===== src/hdl/wlc_pkg.sv =====
// ----------------------------------------------------------------------------
// wlc_pkg: shared types and constants for the weighted least-connections
// selector. It holds the field widths, the queue depth and the entry record
// that the front end hands to the back end.
// ----------------------------------------------------------------------------
package wlc_pkg;

  // Backend list and field widths
  localparam int MAX_BACKENDS = 256;
  localparam int IDX_BITS     = $clog2(MAX_BACKENDS);
  localparam int COUNT_BITS   = 20;
  localparam int WM1_BITS     = 8;
  localparam int WEIGHT_BITS  = WM1_BITS + 1;
  localparam int PROD_BITS    = COUNT_BITS + WEIGHT_BITS;

  // Front-to-back queue; the depth must be a power of two
  localparam int QUEUE_DEPTH = 4;
  localparam int QPTR_BITS   = $clog2(QUEUE_DEPTH);
  localparam int QCNT_BITS   = $clog2(QUEUE_DEPTH + 1);

  typedef logic [IDX_BITS-1:0]    idx_t;
  typedef logic [COUNT_BITS-1:0]  count_t;
  typedef logic [WEIGHT_BITS-1:0] weight_t;
  typedef logic [PROD_BITS-1:0]   prod_t;

  // One classified backend entry
  typedef struct packed {
    count_t  conn;
    weight_t weight;
    idx_t    pos;
    logic    skip;
    logic    last;
  } entry_t;

endpackage


===== src/hdl/weighted_least_conn_select_unit.sv =====
// ----------------------------------------------------------------------------
// weighted_least_conn_select_unit: weighted least-connections selector.
// Streams backend entries, picks the untried entry with the lowest
// connections per unit of weight, and reports its list position.
//
//   channel | direction | handshake          | payload
//   --------+-----------+--------------------+----------------------------------
//   input   | in        | in_valid/in_ready  | open_conns, weight_minus_one,
//           |           |                    | skip, last_entry
//   output  | out       | out_valid/out_ready| chosen_index, found
//
// One entry per cycle is sustained while the queue has room; the
// running-best compare (two 20x9 multiplies and a compare) sets that rate.
// The result of a list is registered when its last entry leaves the queue.
// Reset clears the queue, the position counter and the running best.
// A four-entry queue parts the input from the compare; in_ready drops only
// when it is full, which happens when results are not taken.
// ----------------------------------------------------------------------------
module weighted_least_conn_select_unit (
  input  logic                            clk,
  input  logic                            rst,
  input  logic                            in_valid,
  output logic                            in_ready,
  input  logic [wlc_pkg::COUNT_BITS-1:0]  open_conns,
  input  logic [wlc_pkg::WM1_BITS-1:0]    weight_minus_one,
  input  logic                            skip,
  input  logic                            last_entry,
  output logic                            out_valid,
  input  logic                            out_ready,
  output logic [wlc_pkg::IDX_BITS-1:0]    chosen_index,
  output logic                            found
);

  logic            push;
  wlc_pkg::entry_t push_entry;
  logic            queue_full;
  logic            pop;
  logic            head_valid;
  wlc_pkg::entry_t head_entry;

  wlc_front u_front (
    .clk              (clk),
    .rst              (rst),
    .in_valid         (in_valid),
    .in_ready         (in_ready),
    .open_conns       (open_conns),
    .weight_minus_one (weight_minus_one),
    .skip             (skip),
    .last_entry       (last_entry),
    .push             (push),
    .push_entry       (push_entry),
    .queue_full       (queue_full)
  );

  wlc_queue u_queue (
    .clk        (clk),
    .rst        (rst),
    .push       (push),
    .push_entry (push_entry),
    .full       (queue_full),
    .pop        (pop),
    .head_valid (head_valid),
    .head_entry (head_entry)
  );

  wlc_back u_back (
    .clk          (clk),
    .rst          (rst),
    .head_valid   (head_valid),
    .head_entry   (head_entry),
    .pop          (pop),
    .out_valid    (out_valid),
    .out_ready    (out_ready),
    .chosen_index (chosen_index),
    .found        (found)
  );

endmodule


===== src/hdl/wlc_front.sv =====
// ----------------------------------------------------------------------------
// wlc_front: input stage of the selector.
// Accepts backend entries, tags each with its list position, forms the
// effective weight and pushes the record into the queue.
// ----------------------------------------------------------------------------
module wlc_front (
  input  logic                                clk,
  input  logic                                rst,
  input  logic                                in_valid,
  output logic                                in_ready,
  input  logic [wlc_pkg::COUNT_BITS-1:0]      open_conns,
  input  logic [wlc_pkg::WM1_BITS-1:0]        weight_minus_one,
  input  logic                                skip,
  input  logic                                last_entry,
  output logic                                push,
  output wlc_pkg::entry_t                     push_entry,
  input  logic                                queue_full
);

  wlc_pkg::idx_t position;
  wlc_pkg::idx_t position_next;

  // Take a beat whenever the queue has room
  assign in_ready = !queue_full;
  assign push     = in_valid && in_ready;

  // Build the entry record
  always_comb begin
    push_entry.conn   = open_conns;
    push_entry.weight = {1'b0, weight_minus_one} + wlc_pkg::WEIGHT_BITS'(1);
    push_entry.pos    = position;
    push_entry.skip   = skip;
    push_entry.last   = last_entry;
  end

  // Advance the position, wrap to zero after the last entry of a list
  always_comb begin
    position_next = position;
    if (push) begin
      if (last_entry) begin
        position_next = '0;
      end else begin
        position_next = position + wlc_pkg::IDX_BITS'(1);
      end
    end
  end

  always_ff @(posedge clk) begin
    if (rst) begin
      position <= '0;
    end else begin
      position <= position_next;
    end
  end

endmodule


===== src/hdl/wlc_queue.sv =====
// ----------------------------------------------------------------------------
// wlc_queue: short FIFO between front and back end.
// Holds classified entries so that either side can stall on its own.
// ----------------------------------------------------------------------------
module wlc_queue (
  input  logic            clk,
  input  logic            rst,
  input  logic            push,
  input  wlc_pkg::entry_t push_entry,
  output logic            full,
  input  logic            pop,
  output logic            head_valid,
  output wlc_pkg::entry_t head_entry
);

  wlc_pkg::entry_t                    slots [wlc_pkg::QUEUE_DEPTH];
  logic [wlc_pkg::QPTR_BITS-1:0]      wr_ptr;
  logic [wlc_pkg::QPTR_BITS-1:0]      rd_ptr;
  logic [wlc_pkg::QCNT_BITS-1:0]      count;

  assign full       = (count == wlc_pkg::QCNT_BITS'(wlc_pkg::QUEUE_DEPTH));
  assign head_valid = (count != '0);
  assign head_entry = slots[rd_ptr];

  // Store the pushed entry
  always_ff @(posedge clk) begin
    if (push) begin
      slots[wr_ptr] <= push_entry;
    end
  end

  // Advance pointers and occupancy
  always_ff @(posedge clk) begin
    if (rst) begin
      wr_ptr <= '0;
      rd_ptr <= '0;
      count  <= '0;
    end else begin
      if (push) begin
        wr_ptr <= wr_ptr + wlc_pkg::QPTR_BITS'(1);
      end
      if (pop) begin
        rd_ptr <= rd_ptr + wlc_pkg::QPTR_BITS'(1);
      end
      if (push && !pop) begin
        count <= count + wlc_pkg::QCNT_BITS'(1);
      end else if (pop && !push) begin
        count <= count - wlc_pkg::QCNT_BITS'(1);
      end
    end
  end

  // Occupancy stays within the depth
  a_count_range: assert property (@(posedge clk) disable iff (rst)
    count <= wlc_pkg::QCNT_BITS'(wlc_pkg::QUEUE_DEPTH))
    else $error("queue count beyond depth");

  // Pointer distance matches the occupancy
  a_ptr_count: assert property (@(posedge clk) disable iff (rst)
    wlc_pkg::QPTR_BITS'(count) == wlc_pkg::QPTR_BITS'(wr_ptr - rd_ptr))
    else $error("queue pointers disagree with count");

endmodule


===== src/hdl/wlc_back.sv =====
// ----------------------------------------------------------------------------
// wlc_back: selection stage of the selector.
// Pops entries, keeps the running best by a cross-multiplied ratio compare
// and loads the result register on the last entry of each list.
// ----------------------------------------------------------------------------
module wlc_back (
  input  logic                         clk,
  input  logic                         rst,
  input  logic                         head_valid,
  input  wlc_pkg::entry_t              head_entry,
  output logic                         pop,
  output logic                         out_valid,
  input  logic                         out_ready,
  output logic [wlc_pkg::IDX_BITS-1:0] chosen_index,
  output logic                         found
);

  wlc_pkg::idx_t    best_index;
  wlc_pkg::count_t  best_count;
  wlc_pkg::weight_t best_weight;
  logic             have_best;

  wlc_pkg::prod_t   lhs;
  wlc_pkg::prod_t   rhs;
  logic             win;
  logic             res_found;
  wlc_pkg::idx_t    res_index;

  // Hold a last entry while an earlier result still waits
  assign pop = head_valid && (!head_entry.last || !out_valid || out_ready);

  // Cross-multiplied compare of connections per unit of weight
  always_comb begin
    lhs = wlc_pkg::PROD_BITS'(head_entry.conn) * wlc_pkg::PROD_BITS'(best_weight);
    rhs = wlc_pkg::PROD_BITS'(best_count) * wlc_pkg::PROD_BITS'(head_entry.weight);
    win = !head_entry.skip && (lhs < rhs);
  end

  // Result of a list that ends with this entry
  always_comb begin
    res_found = win || have_best;
    if (win) begin
      res_index = head_entry.pos;
    end else if (have_best) begin
      res_index = best_index;
    end else begin
      res_index = '0;
    end
  end

  // Update the running best, drop it after the last entry
  always_ff @(posedge clk) begin
    if (rst) begin
      best_index  <= '0;
      best_count  <= wlc_pkg::COUNT_BITS'(1);
      best_weight <= '0;
      have_best   <= 1'b0;
    end else if (pop) begin
      if (head_entry.last) begin
        best_index  <= '0;
        best_count  <= wlc_pkg::COUNT_BITS'(1);
        best_weight <= '0;
        have_best   <= 1'b0;
      end else if (win) begin
        best_index  <= head_entry.pos;
        best_count  <= head_entry.conn;
        best_weight <= head_entry.weight;
        have_best   <= 1'b1;
      end
    end
  end

  // Output register: load on the last entry, clear when the beat is taken
  always_ff @(posedge clk) begin
    if (rst) begin
      out_valid <= 1'b0;
    end else if (pop && head_entry.last) begin
      out_valid <= 1'b1;
    end else if (out_ready) begin
      out_valid <= 1'b0;
    end
  end

  always_ff @(posedge clk) begin
    if (pop && head_entry.last) begin
      chosen_index <= res_index;
      found        <= res_found;
    end
  end

  // A finished list leaves the running best at its starting values
  a_clear_after_last: assert property (@(posedge clk) disable iff (rst)
    pop && head_entry.last |=> !have_best && best_weight == '0)
    else $error("running best not cleared after last entry");

  // An empty selection reports index zero
  a_not_found_index: assert property (@(posedge clk) disable iff (rst)
    out_valid && !found |-> chosen_index == '0)
    else $error("index nonzero with nothing found");

  // Once some entry has won, the best weight is nonzero
  a_best_weight: assert property (@(posedge clk) disable iff (rst)
    have_best |-> best_weight != '0)
    else $error("running best has zero weight");

  // A last entry never overwrites a result that is still waiting
  a_no_overwrite: assert property (@(posedge clk) disable iff (rst)
    out_valid && !out_ready |-> !(pop && head_entry.last))
    else $error("pending result overwritten");

endmodule


===== config.mk =====
export PLATFORM = sky130hd
export DESIGN_NAME = weighted_least_conn_select_unit
export DESIGN_NICKNAME = d
export VERILOG_FILES = /design/src/hdl/wlc_pkg.sv /design/src/hdl/weighted_least_conn_select_unit.sv /design/src/hdl/wlc_front.sv /design/src/hdl/wlc_queue.sv /design/src/hdl/wlc_back.sv
export SDC_FILE = /design/constraint.sdc
export NUM_CORES = 1
export LEC_CHECK = 0
export ABC_AREA = 1
export BUFFER_PORTS_ARGS = -buffer_cell sky130_fd_sc_hd__clkbuf_2
export CORE_MARGIN = 2
export CORE_UTILIZATION = 50
export DETAILED_ROUTE_END_ITERATION = 8
export PLACE_DENSITY = 0.78
export SETUP_SLACK_MARGIN = 0.2
export SYNTH_ARGS = -nofsm -noshare
export SYNTH_HDL_FRONTEND = slang
export SYNTH_SLANG_ARGS = --single-unit

===== constraint.sdc =====
create_clock -name clk -period 10.8 [get_ports clk]
set_clock_uncertainty 0.15 [all_clocks]
set_input_delay 1.62 -clock clk [delete_from_list [all_inputs] [get_ports clk]]
set_output_delay 1.62 -clock clk [all_outputs]
set_load 0.01 [all_outputs]

## Word-level counts from Yosys, hierarchy flattened

Memory sizes are Yosys's and may differ from the RTL's. A register that Yosys moved wholly into a read port is not among the register bits.
Index checks and enable logic that the tools add are counted.
Widths: inputs -> output; s select.

| operators by class | value |
|---|---|
| mux-type cells | 19 |
| multiply operators | 2 |
| reduce and logical (&&, ||, !) cells | 20 |
| equal/unequal tests | 1 |
| add/subtract/negate cells | 6 |
| order comparisons | 1 |

Operators with widths:

| operator | count |
|---|---|
| $mul 20x9->29 | 2 |
| $mux 20 | 2 |
| $mux 8 | 5 |
| $lt 29x29->1 | 1 |
| $mux 9 | 2 |
| $add 8x1->9 const B | 1 |
| $add 8x1->8 const B | 1 |
| $logic_and 1x1->1 | 6 |
| $logic_not 1->1 | 6 |
| $mux 1 | 6 |
| $mux 3 | 2 |
| $reduce_bool 2->1 | 3 |
| $add 2x1->2 const B | 2 |
| $mux 2 | 2 |
| $add 3x1->3 const B | 1 |
| $eq 3x3->1 const B | 1 |
| $logic_or 1x1->1 | 3 |
| $reduce_bool 3->1 | 1 |
| $sub 3x1->3 const B | 1 |
| $reduce_and 2->1 | 1 |

| storage, ports and cells | value |
|---|---|
| RAM bits | 156 |
| memories | 1 |
| output and inout port bits | 11 |
| register bits | 63 |
| input bits | 34 |

Memories:

| memory | words | width | read ports | clocked after memory_dff | write ports | RTL line | text |
|---|---|---|---|---|---|---|---|
| u_queue.slots | 4 | 39 | 1 | 1 | 1 | wlc_queue.sv:16 | `wlc_pkg::entry_t slots [wlc_pkg::QUEUE_DEPTH];` |

## Depth between registers and ports, before layout

| depth | value |
|---|---|
| depth after elaboration | 7 |
| depth in mapped cells | 42 |
| gate-level depth less buffers | 38 |

## By module

A second synthesis with hierarchy kept.

| unflattened totals | value |
|---|---|
| cell total of the unflattened synthesis | 2,601 |
| area, all modules | 21,670.8 um2 |

Modules (own cells, without submodules):

| module | times used | cells each | area each (um2) |
|---|---|---|---|
| wlc_back | 1 | 2,068 | 14,742.9 |
| wlc_queue | 1 | 437 | 6,234.7 |
| wlc_front | 1 | 96 | 693.2 |

## Least setup slack after synthesis

No wires, ideal clock.

| timing path | value |
|---|---|
| path type | register to register |
| start point | register (tool-made name) |
| end point | register u_back.chosen_index[0] (netlist bit), data pin |
| data arrival time | 6,052 ps |
| stages on the path, launching flop included | 39 |
| clock period less this slack | 6,465 ps |
| path slack | 4,335 ps |
| buffers on the path | 4 |
| setup time | 263 ps |
| cells stage by stage | dfxtp_1 > buf_6 > inv_4 > buf_6 > clkbuf_1 > nand2_1 > nand3_1 > nand2_1 > inv_1 > nand2_1 > fa_1 > inv_1 > fa_1 > inv_1 > fa_1 > fa_1 > inv_1 > ha_1 > [... 3 more ...] > nand2_1 > nand3_1 > nand2_1 > a21oi_1 > o21ai_0 > xor2_1 > ha_1 > a21oi_1 > o21ai_0 > nand2_1 > nand2_1 > nand2_1 > nand3b_1 > nor2_2 > nand2_1 > buf_2 > nand3_1 > o21ai_0 |

RTL lines:

| what | RTL line | text |
|---|---|---|
| end signal: assignment | wlc_back.sv:86 | `chosen_index <= res_index;` |
| end: declaration | wlc_back.sv:14 | `output logic [wlc_pkg::IDX_BITS-1:0] chosen_index,` |

==> results by group <==
Clock network
  – Bufs on Longest Clock Path: 3
  – Worst-skew pair later-pin latency: between 500 and 600 ps
  – TritonCTS buffer count: 20
  – Clk slew on worst S/H paths: ~70 ps
  – CTS Hold Buffers Added: 0
  – H-tree depth: 1
  – Clk Tree Root Cell: clkbuf_16
  – CTS sink count: between 200 and 250
  – Post_cts resized: 0
  – CTS tree: built
  – Post-CTS setup buffer count: 0

Synthesis
  – Post-synthesis cell area: between 20000 and 25000 µm²
  – Synth top cells by count: 472 x nand2_1, 429 x inv_1, 295 x nor2_1
  – Ys Warns: 0
  – #FFs+latches synth: around 220
  – Yosys cell types: 47
  – Post-Syn Instances: approximately 2300
  – Synth Flop Type: edfxtp_1
  – Sequential area share after synthesis: 29.9%
  – Synthesized Nets: approximately 2700
  – Top post-synthesis cells by area: fa_1 25%, edfxtp_1 24%, nand2_1 8.7%, ha_1 8.2%, inv_1 7.9%
  – Share of synthesized registers carrying an async set or reset: 0%
  – Post-synth EDFFs: ~170
  – Post-synth top area cell: fa_1
  – Synth top area share: 25.1%
  – Syn Area/Cell: about 8.8 µm²
  – Count leader, synth: nand2_1

Detailed routing
  – Initial DRT Pass Iterations: 6
  – Via density: 5.49
  – Residual DRC: 0
  – Final antenna-violating net count: 0
  – Post-DR wirelength/cell: roughly 17 µm
  – WL final: between 40 and 50 mm
  – Initial DRC count: ~1300
  – DR vias: ~16000

Finish
  – P&R area growth vs syn: 6.04%
  – Ant diodes: 0
  – Layout cells sized above 1: between 4 and 5%
  – Final instance area: around 22000 µm²
  – Final net count: roughly 2700

Job
  – Max_cap viols: 0

Power
  – Worst vdd ir: between 0.15 and 0.2 mV
  – Total power: 5.37 mW
  – Leak Pwr: 10.2 nW
  – Cell area power density: ~250 nW/µm²

Critical path
  – Slowest stage delay, CP: 770 ps
  – CP startpoint kind: flip-flop
  – Worst path most repeated cell: nand2_1
  – Crit path max-delay cell type: dfxtp_2
  – Worst EP arrival: ~9000 ps
  – CP Class: flip-flop to flip-flop
  – Critical Path Fanout Max: approximately 80
  – Critical Path Sink Type: flip-flop
  – WP data required: ~11000 ps

Outcome
  – Status: complete, no violations

Floorplan
  – Die Ht: 206 µm
  – Die Wd: ~210 µm
  – # IOs: 45
  – Initial Utilization: roughly 51%
  – Core area: between 30000 and 40000 µm²
  – Core Rows: 73
  – Die Area: 42300 µm²

Global routing
  – First-pass GRT wire length: ~81 mm
  – Largest net degree at the start of global routing: 79
  – GRT Residual Overflow: 0
  – Antenna violations before repair: 0
  – Total GRT Usage: around a quarter
  – Vias in the first global route: 16400

Placed design
  – GPL Wtd Cong: roughly 0.95
  – Placed Area: between 20000 and 25000 µm²
  – # port buffers: 44
  – Post-DP HPWL: approximately 38 mm

Timing
  – Accumulated negative setup slack: 0 ps
  – Hold WS: between 300 and 400 ps
  – Fin. Hold Viols: 0
  – Final Max Tran Viols: 0
  – RSZ-0062 raised after global routing: false
  – Highest Clock Rate: approximately 0.11 GHz
  – Tmin final: ~8700 ps
  – Setup Viol. Count Final: 0
  – Period Utilization, post-route: ~81%
  – Worst Tran Pin Value: roughly 1000 ps
  – Rel. slew slack: 30.4%

Min path
  – HP Class: flip-flop to flip-flop
## final timing paths
kind | startpoint | end | slack [ps] | depth (start not counted)
hold reg to reg | u_queue.rd_ptr[0] | u_queue.rd_ptr[0] | 330 | 1
hold / removal | u_queue.rd_ptr[0] | u_queue.rd_ptr[0] | 330 | 1
setup / recovery | flip-flop | u_back.best_count[1] | 2060 | 32
setup reg to reg | flip-flop | u_back.best_count[1] | 2060 | 32
## per-layer routing
layer	track usage, %	wire length, µm	vias up	part of all wire [%]
li1	-	-	7186	-
met5	0	0	-	0
met1	30.7	19500	7651	39
met4	9.04	1890	0	3.8
met3	3.18	4100	133	8.2
met2	42.3	24400	715	49
## through the flow
step | cells | utilization, % | setup WS [ps]
6_report | 2857 | 54.0 | 2060
5_1_grt | 2857 | 54.0 | 1330
4_1_cts | 2857 | 54.0 | 2220
3_5_place_dp | 2821 | 52.5 | 2260
3_3_place_gp | 2821 | 52.5 | 2480
2_1_floorplan | 2315 | - | 4340
## kinds of logic after synthesis
kind of cell | Yosys count | share of synthesized area, %
AO/OA/AOI/OAI | 200 | 5.61
XOR/XNOR | 55 | 2.37
adder cells (fa/ha/maj) | 388 | 33.3
buffers and inverters | 509 | 9.89
flip-flops | 221 | 29.9
AND/OR/NAND/NOR | 942 | 19.0
## sequential cells by signal (all words and copies together) (netlist names), 2 cells and up, named ones only
name                 flops
u_back.chosen_index      8
u_back.best_weight       9
u_queue.wr_ptr           2
u_queue.rd_ptr           2
u_queue.count            3
u_back.best_index        8
u_front.position         8
u_back.best_count       20
u_queue.slots          156
## critical path: cells and delay by family, from the launching register on
family                   cells  cell delay, ps
flip-flops                   1             770
XOR/XNOR                     1             200
buffers and inverters        6            1300
AO/OA/AOI/OAI                4             700
AND/OR/NAND/NOR             15            2890
adder cells (fa/ha/maj)      6            2570
## where the power goes
part | switching (mW) | internal, mW | total [mW]
Sequential | 0.0991 | 1.06 | 1.16
Clock | 0.304 | 0.368 | 0.672
Combinational | 2.43 | 1.11 | 3.54
Total | 2.84 | 2.54 | 5.37
## layout by cell type, fill, tap and decap left out, types with 6 or more instances in the layout
master / netlist / final
clkbuf_16: 0 / 20
a32o_1: 8 / 8
a211oi_1: 7 / 7
fa_1: 255 / 255
nand2_1: 472 / 472
nand3_1: 130 / 130
clkbuf_2: 0 / 44
edfxtp_1: 165 / 165
a21oi_1: 114 / 114
buf_4: 1 / 8
o21bai_1: 6 / 6
clkbuf_1: 40 / 6
xor2_1: 40 / 40
nor2_1: 295 / 291
xnor2_1: 15 / 15
dfxtp_1: 56 / 55
ha_1: 133 / 133
nand3_2: 11 / 11
clkinv_1: 6 / 7
nor3_1: 18 / 18
o21ai_0: 40 / 40
inv_1: 429 / 429
a31oi_1: 6 / 6
## layout make-up
cell class,count,area [µm²]
multi-input combinational,1585,12300
tap,525,657
timing repair buffer,52,280
clock inverter,7,60.1
clock buffer,29,564
inverter,438,1650
sequential,221,6080
fill,3481,18400
No activity file was read; power rests on OpenSTA's default activity.
